File: config.mk
export PLATFORM = sky130hd
export DESIGN_NAME = sorted_list_engine_flat
export DESIGN_NICKNAME = d
export VERILOG_FILES = /design/src/sle_pkg.sv /design/src/sle_if.sv /design/src/sle_cell.sv /design/src/sorted_list_engine.sv /design/src/flat_wrapper.sv
export SDC_FILE = /design/constraint.sdc
export NUM_CORES = 2
export LEC_CHECK = 0
export BUFFER_PORTS_ARGS = -buffer_cell sky130_fd_sc_hd__buf_2
export CAP_MARGIN = 20
export CORE_UTILIZATION = 55
export CTS_CLUSTER_DIAMETER = 120
export CTS_CLUSTER_SIZE = 30
export DETAILED_ROUTE_END_ITERATION = 8
export PLACE_DENSITY_LB_ADDON = 0.2
export SLEW_MARGIN = 0
export SYNTH_ARGS = -nofsm -noshare
export SYNTH_HDL_FRONTEND = slang
export SYNTH_HIERARCHICAL = 1
export SYNTH_SLANG_ARGS = --single-unit
File: constraint.sdc
create_clock -name clk_i -period 6.31 [get_ports clk_i]
set_input_delay 0.631 -clock clk_i [delete_from_list [all_inputs] [get_ports clk_i]]
set_output_delay 0.631 -clock clk_i [all_outputs]
set_load 0.02 [all_outputs]
File: src/sle_pkg.sv
package sle_pkg;

  localparam int unsigned DefCapacity = 16;
  localparam int unsigned ValueW      = 32;
  localparam int unsigned OccW        = 5;

  typedef enum logic [1:0] {
    REQ_INSERT = 2'd0,
    REQ_SEARCH = 2'd1,
    REQ_DELETE = 2'd2,
    REQ_POP    = 2'd3
  } req_type_e;

  typedef enum logic [1:0] {
    STAT_OK        = 2'd0,
    STAT_NOT_FOUND = 2'd1,
    STAT_FULL      = 2'd2,
    STAT_EMPTY     = 2'd3
  } status_e;

  typedef enum logic {
    ST_IDLE  = 1'b0,
    ST_APPLY = 1'b1
  } state_e;

  typedef enum logic [1:0] {
    CELL_HOLD   = 2'd0,
    CELL_INSERT = 2'd1,
    CELL_REMOVE = 2'd2,
    CELL_POP    = 2'd3
  } cell_op_e;

  typedef struct packed {
    logic     sample;
    cell_op_e op;
  } cell_ctrl_t;

endpackage

File: src/sle_if.sv
interface sle_req_if;
  import sle_pkg::*;
  logic                     valid;
  logic                     ready;
  logic [1:0]               req_type;
  logic signed [ValueW-1:0] value;

  modport source (output valid, output req_type, output value, input ready);
  modport sink   (input valid, input req_type, input value, output ready);
endinterface

interface sle_rsp_if;
  import sle_pkg::*;
  logic                     valid;
  logic                     ready;
  logic [1:0]               status;
  logic signed [ValueW-1:0] result_value;
  logic [OccW-1:0]          occupancy;

  modport source (output valid, output status, output result_value, output occupancy,
                  input ready);
  modport sink   (input valid, input status, input result_value, input occupancy,
                  output ready);
endinterface

File: src/sle_cell.sv
module sle_cell
  import sle_pkg::*;
#(
  parameter int unsigned IDX   = 0,
  parameter int unsigned CNT_W = 5
) (
  input  logic                     clk_i,
  input  logic                     rst_ni,
  input  cell_ctrl_t               ctrl_i,
  input  logic [CNT_W-1:0]         count_i,
  input  logic signed [ValueW-1:0] cmp_value_i,
  input  logic signed [ValueW-1:0] ins_value_i,
  input  logic signed [ValueW-1:0] left_entry_i,
  input  logic                     left_less_i,
  input  logic signed [ValueW-1:0] right_entry_i,
  output logic signed [ValueW-1:0] entry_o,
  output logic                     less_o,
  output logic                     eq_o
);

  logic signed [ValueW-1:0] entry_q, entry_d;
  logic                     less_q, eq_q;
  logic                     occupied;

  assign occupied = count_i > CNT_W'(IDX);

  always_comb begin
    entry_d = entry_q;
    unique case (ctrl_i.op)
      CELL_HOLD: entry_d = entry_q;
      CELL_INSERT: begin
        if (!less_q) begin
          entry_d = left_less_i ? ins_value_i : left_entry_i;
        end
      end
      CELL_REMOVE: begin
        if (!less_q) begin
          entry_d = right_entry_i;
        end
      end
      CELL_POP: entry_d = right_entry_i;
      default: entry_d = entry_q;
    endcase
  end

  always_ff @(posedge clk_i) begin
    entry_q <= entry_d;
  end

  always_ff @(posedge clk_i or negedge rst_ni) begin
    if (!rst_ni) begin
      less_q <= 1'b0;
      eq_q   <= 1'b0;
    end else if (ctrl_i.sample) begin
      less_q <= occupied && (entry_q < cmp_value_i);
      eq_q   <= occupied && (entry_q == cmp_value_i);
    end
  end

  assign entry_o = entry_q;
  assign less_o  = less_q;
  assign eq_o    = eq_q;

endmodule

File: src/sorted_list_engine.sv
// Channel  Dir  Fields                                   Handshake
// req_i    in   req_type[1:0], value[31:0] signed        valid/ready
// rsp_o    out  status[1:0], result_value[31:0] signed,  valid/ready
//               occupancy[4:0]
//
// Each request runs in order: the accept edge latches the compare flags of every
// cell, and the apply edge then shifts the cell chain and loads the result register.
// A new request is taken once the previous one has been applied; the result
// register lets the next request enter while a result still waits.
// A stalled result holds the apply state until the result register frees up.
// Reset empties the list at once; entry storage is not cleared.
module sorted_list_engine
  import sle_pkg::*;
#(
  parameter int unsigned CAPACITY = DefCapacity
) (
  input  logic clk_i,
  input  logic rst_ni,
  sle_req_if.sink   req_i,
  sle_rsp_if.source rsp_o
);

  localparam int unsigned CntW = $clog2(CAPACITY + 1);

  state_e                   state_q, state_d;
  logic [CntW-1:0]          count_q, count_d;
  req_type_e                op_q;
  logic signed [ValueW-1:0] value_q;
  logic                     rsp_valid_q;
  logic [1:0]               rsp_status_q;
  logic signed [ValueW-1:0] rsp_value_q;
  logic [OccW-1:0]          rsp_occ_q;

  logic                     accept;
  logic                     apply;
  logic                     found;
  logic                     full;
  cell_ctrl_t               ctrl;
  status_e                  status_d;
  logic signed [ValueW-1:0] result_d;

  logic signed [ValueW-1:0] entry_w [CAPACITY];
  logic [CAPACITY-1:0]      less_w;
  logic [CAPACITY-1:0]      eq_w;

  assign accept = req_i.valid && req_i.ready;
  assign apply  = (state_q == ST_APPLY) && (!rsp_valid_q || rsp_o.ready);
  assign found  = |eq_w;
  assign full   = count_q == CntW'(CAPACITY);

  always_comb begin
    state_d = state_q;
    unique case (state_q)
      ST_IDLE:  if (accept) state_d = ST_APPLY;
      ST_APPLY: if (apply) state_d = ST_IDLE;
      default:  state_d = ST_IDLE;
    endcase
  end

  always_comb begin
    req_i.ready = state_q == ST_IDLE;
    ctrl.sample = accept;
    ctrl.op     = CELL_HOLD;
    count_d     = count_q;
    status_d    = STAT_OK;
    result_d    = value_q;
    unique case (op_q)
      REQ_INSERT: begin
        if (full) begin
          status_d = STAT_FULL;
        end else begin
          ctrl.op = CELL_INSERT;
          count_d = count_q + CntW'(1);
        end
      end
      REQ_SEARCH: status_d = found ? STAT_OK : STAT_NOT_FOUND;
      REQ_DELETE: begin
        if (found) begin
          ctrl.op = CELL_REMOVE;
          count_d = count_q - CntW'(1);
        end else begin
          status_d = STAT_NOT_FOUND;
        end
      end
      REQ_POP: begin
        if (count_q == '0) begin
          status_d = STAT_EMPTY;
          result_d = '0;
        end else begin
          ctrl.op  = CELL_POP;
          result_d = entry_w[0];
          count_d  = count_q - CntW'(1);
        end
      end
      default: status_d = STAT_OK;
    endcase
    if (!apply) begin
      ctrl.op = CELL_HOLD;
      count_d = count_q;
    end
  end

  always_ff @(posedge clk_i or negedge rst_ni) begin
    if (!rst_ni) begin
      state_q     <= ST_IDLE;
      count_q     <= '0;
      rsp_valid_q <= 1'b0;
    end else begin
      state_q <= state_d;
      count_q <= count_d;
      if (apply) begin
        rsp_valid_q <= 1'b1;
      end else if (rsp_o.ready) begin
        rsp_valid_q <= 1'b0;
      end
    end
  end

  always_ff @(posedge clk_i) begin
    if (accept) begin
      op_q    <= req_type_e'(req_i.req_type);
      value_q <= req_i.value;
    end
    if (apply) begin
      rsp_status_q <= status_d;
      rsp_value_q  <= result_d;
      rsp_occ_q    <= OccW'(count_d);
    end
  end

  for (genvar i = 0; i < CAPACITY; i++) begin : g_cell
    logic signed [ValueW-1:0] left_entry;
    logic                     left_less;
    logic signed [ValueW-1:0] right_entry;

    if (i == 0) begin : g_first
      assign left_entry = value_q;
      assign left_less  = 1'b1;
    end else begin : g_mid
      assign left_entry = entry_w[i-1];
      assign left_less  = less_w[i-1];
    end

    if (i == CAPACITY - 1) begin : g_last
      assign right_entry = entry_w[i];
    end else begin : g_inner
      assign right_entry = entry_w[i+1];
    end

    sle_cell #(
      .IDX   (i),
      .CNT_W (CntW)
    ) u_cell (
      .clk_i         (clk_i),
      .rst_ni        (rst_ni),
      .ctrl_i        (ctrl),
      .count_i       (count_q),
      .cmp_value_i   (req_i.value),
      .ins_value_i   (value_q),
      .left_entry_i  (left_entry),
      .left_less_i   (left_less),
      .right_entry_i (right_entry),
      .entry_o       (entry_w[i]),
      .less_o        (less_w[i]),
      .eq_o          (eq_w[i])
    );
  end

  assign rsp_o.valid        = rsp_valid_q;
  assign rsp_o.status       = rsp_status_q;
  assign rsp_o.result_value = rsp_value_q;
  assign rsp_o.occupancy    = rsp_occ_q;

endmodule
File: src/flat_wrapper.sv
// flat-port wrapper written by rule: the top's interface ports become plain ports
module sorted_list_engine_flat import sle_pkg::*;
#(
  parameter int unsigned CAPACITY = DefCapacity
)
  (clk_i, rst_ni, req_i_valid, req_i_req_type, req_i_value, req_i_ready, rsp_o_valid, rsp_o_status, rsp_o_result_value, rsp_o_occupancy, rsp_o_ready);
  sle_req_if req_i_i ();
  sle_rsp_if rsp_o_i ();
  input  logic clk_i;
  input  logic rst_ni;
  input wire logic [$bits(req_i_i.valid)-1:0] req_i_valid;
  input wire logic [$bits(req_i_i.req_type)-1:0] req_i_req_type;
  input wire logic [$bits(req_i_i.value)-1:0] req_i_value;
  output wire logic [$bits(req_i_i.ready)-1:0] req_i_ready;
  output wire logic [$bits(rsp_o_i.valid)-1:0] rsp_o_valid;
  output wire logic [$bits(rsp_o_i.status)-1:0] rsp_o_status;
  output wire logic [$bits(rsp_o_i.result_value)-1:0] rsp_o_result_value;
  output wire logic [$bits(rsp_o_i.occupancy)-1:0] rsp_o_occupancy;
  input wire logic [$bits(rsp_o_i.ready)-1:0] rsp_o_ready;
  assign req_i_i.valid = req_i_valid;
  assign req_i_i.req_type = req_i_req_type;
  assign req_i_i.value = req_i_value;
  assign req_i_ready = req_i_i.ready;
  assign rsp_o_valid = rsp_o_i.valid;
  assign rsp_o_status = rsp_o_i.status;
  assign rsp_o_result_value = rsp_o_i.result_value;
  assign rsp_o_occupancy = rsp_o_i.occupancy;
  assign rsp_o_i.ready = rsp_o_ready;
  sorted_list_engine #(.CAPACITY(CAPACITY)) u_core (.clk_i(clk_i), .rst_ni(rst_ni), .req_i(req_i_i), .rsp_o(rsp_o_i));
endmodule
==> flow_summary.toml <==
[outcome]
status = "complete, no violations"

[timing]
max_slew_margin_pct = 25.3
finalCriticalPeriod_ps = 4170
worst_slew_pin_slew_ps = 1120
setup_ws_ps = 2140
skew_ps = 19.6
fin_crit_sh_pct = 66.2
finalSetupViolCount = 0
hold_viol = 0
tns_ps = 0
slew_viol_final = 0
max_freq_mhz = 240
rsz0062_at_grt = "no"

[setup_path]
regToRegStartpoint = "u_core/op_q[1]$_DFFE_PP_"
path_max_fanout = 202
crit_family = "buffers and inverters"
crit_start = "u_core/op_q[1]$_DFFE_PP_"
crit_path_max_incr_delay_ps = 780
path_cells = "ha_1 > clkinv_1 > a21oi_2 > a21o_1 > and2_4 > buf_12 > buf_12 > o21ai_0"
start_kind = "flip-flop"
path_buf_inv = 3
critPathArrivalTime_ps = 4530
slowest_stage = "clkinv_1"
cp_common_cell = "buf_12"
criticalPathCategory = "reg2reg"
worstPathRequired_ps = 6670
end_kind = "flip-flop"

[flow_run]
drv_cap = 0

[clock_tree]
cts_buffers = 25
clock-sinks = 624
clk_pin_slew_ps = 120
cts_resized = 0
tritoncts = "built"
cts_hold_buf = 0
cts_setup_buffers = 0
cts-htree-levels = 1
clock-root-buffer = "clkbuf_16"
clock_latency_ps = 630
cts_buffer_depth = 3

[floorplan]
rows = 103
die_y_microns = 284
design.die.area_sq_mm = 0.0806
num_io_pins = 79
fp.coreArea_sq_mm = 0.0789
die_w_microns = 284
initial_core_util_pct = 55.4

[drt]
ant_nets = 0
drcViolationCount = 0
dr.pass1.iters = 8
vias = 32196
drtIter0Drc = 2762
via_per_inst = 5.90
routedWlPerCell_microns = 19.9
wirelength_microns = 109000

[placed_design]
routabilityCongestion = 0.902
io_buffers = 78
post-place-ws_ps = 2150
dpl.hpwl_microns = 83200
placed_cells = 5407
place_area_sq_mm = 0.0450

[yosys]
syn_inst = 4433
synthDistinctLibCells = 78
synth.top_cell.area_share_pct = 40.2
synth-edff-count = 585
synth_area_sq_mm = 0.0437
async_flop_share_pct = 6.25
yosys.area.top_type = "edfxtp_1"
synth-simple-area-share_pct = 10.4
synth_area_leaders = "edfxtp_1 (40%), ha_1 (15%), mux2i_1 (12%), o21ai_0 (6.0%), nand2_1 (5.6%)"
synthAdderAreaFrac_pct = 15.2
ys.flop_type = "edfxtp_1"
yosys_warnings = 6
synth_compound_area_share_pct = 13.5
synth_fp_nets = 4989
yosysSeqAreaShare_pct = 42.4
synth_xor_xnor_area_share_pct = 0.0401
synth_top_family_by_area = "adder cells"
postSynthAreaPerCell_sq_um = 9.86
synthMuxAreaShare_pct = 11.8
ys_ff_latch = 624

[power_and_ir_drop]
ir_drop_mv = 0.288
power.leakage_nw = 18.5
power_mw = 13.2
power_density_mw_per_mm2 = 288

[hold_path]
hold_class = "in2async"

[global_routing]
antenna_found_initial = 3
grt_max_degree = 203
track_usage_pct = 26.4
grt_pass1_vias = 31261
grt_first_pass_wirelength_microns = 171000
overflow = 0

[final_layout]
fillCellCount = 6782
nets = 4941
drive_gt1_share_pct = 5.18
instances_no_fill = 5454
area_growth_pct = 4.71
design_area_sq_mm = 0.0458
## through the flow
step | hold slack (ps) | util (%)
after global routing | 95.8 | 58.1
after detailed placement | 535 | 57.1
after floorplan | 335 | -
after global placement | 524 | 57.1
after CTS | 80.9 | 58.0
final | 73.1 | 58.1
## cell families (layout without fill, tap and decap cells)
kind of cell,Yosys count,count (layout)
fa+ha+maj,534,534
mux,514,514
simple gates,979,979
flops,624,624
xor+xnor,2,2
other cells,1,2
compound gates,1020,1020
buf+inv,759,729
## synth_stat cells (4+ instances only)
master and count:
nand2_1 649, edfxtp_1 585, inv_1 573, o21ai_0 525, ha_1 518, mux2i_1 513, a21oi_1 210, clkbuf_1 135
nand4_1 98, o21ai_1 73, nor2_1 68, nand3_1 54, a22o_1 40, buf_2 39, dfrtp_1 39, a21o_1 29
nor3_1 25, a221o_1 20, maj3_1 16, a211oi_1 15, a21oi_2 15, nor4_1 15, o211ai_1 11, a211o_1 10
nor2b_1 10, o21a_1 10, buf_1 9, nor4_2 9, or4_1 8, nor4_4 7, a221oi_1 6, a311o_1 6
nand2b_1 6, or4_4 6, a31oi_1 5, nand4_2 5, nand4_4 5, o32ai_1 5, a211oi_2 4, a22oi_1 4
## path summary, 6_finish.rpt
| path | endpoint | slack, ps | depth (start not counted) |
|---|---|---|---|
| min reg2reg | u_core/g_cell[13].u_cell/eq_o$_DFFE_PN0P_ | 550 | 2 |
| max in group asynchronous | u_core/g_cell[9].u_cell/less_o$_DFFE_PN0P_ | 5720 | 2 |
| max | u_core/g_cell[12].u_cell/entry_o[20]$_DFFE_PP_ | 2140 | 8 |
| max reg2reg | u_core/g_cell[12].u_cell/entry_o[20]$_DFFE_PP_ | 2140 | 8 |
| min | u_core/state_q$_DFF_PN0_ | 70 | 2 |
| min in group clk_i | u_core/op_q[1]$_DFFE_PP_ | 180 | 1 |
## report_power, final
group          internal (mW)  switching, mW  total, mW
Combinational           1.98           2.11       4.08
Clock                  0.811           1.35       2.16
Sequential              5.58           1.37       6.94
## final cells by class
type                            count  area [sq um]  area share [%]
Multi-Input combinational cell   3050         22300            48.7
Clock inverter                      5          70.1           0.153
Antenna cell                        1          2.50         0.00547
Clock buffer                       40           682            1.49
Sequential cell                   624         18600            40.5
Inverter                          575          2160            4.71
Timing Repair Buffer              109           706            1.54
Tap cell                         1050          1310            2.87
## per-layer routing
layer	vias to the layer above	global-route usage, %	wire length, microns	share of wire [%]
met4	0	7.66	3240	3.0
met3	156	1.46	4370	4.0
li1	15809	-	-	-
met5	-	0	0	0
met2	811	43.6	50200	46
met1	15420	37.7	50800	47
## sequential cells by signal, summed over array words and instances, names as in the netlist
| name | count |
|---|---|
| u_core/g_cell.u_cell/entry_o | 512 |
| u_core/rsp_o.status | 2 |
| u_core/op_q | 2 |
| u_core/g_cell.u_cell/less_o | 16 |
| u_core/rsp_o.occupancy | 5 |
| u_core/count_q | 5 |
| u_core/g_cell.u_cell/eq_o | 16 |
| u_core/state_q | 1 |
| u_core/rsp_o.valid | 1 |
| u_core/g_cell.left_entry | 32 |
| u_core/rsp_o.result_value | 32 |
## cells in the final DEF (no fill, tap or decap), drive strengths merged, types with 3 or more instances in the layout
cell type and count:
nand2 649, o21ai 599, edfxtp 585, inv 576
ha 518, mux2i 513, a21oi 225, buf 109
nand4 108, nor2 68, nand3 54, a22o 40
clkbuf 40, dfrtp 39, nor4 31, a21o 29
nor3 25, a221o 20, a211oi 19, maj3 16
or4 14, o211ai 13, o21a 10, a211o 10
nor2b 10, a221oi 8, nand2b 6, a311o 6
a31oi 6, o32ai 6, a22oi 5, and2 5
o21bai 4, a2111o 3, clkinv 3
(Power assumes the default switching activity.)
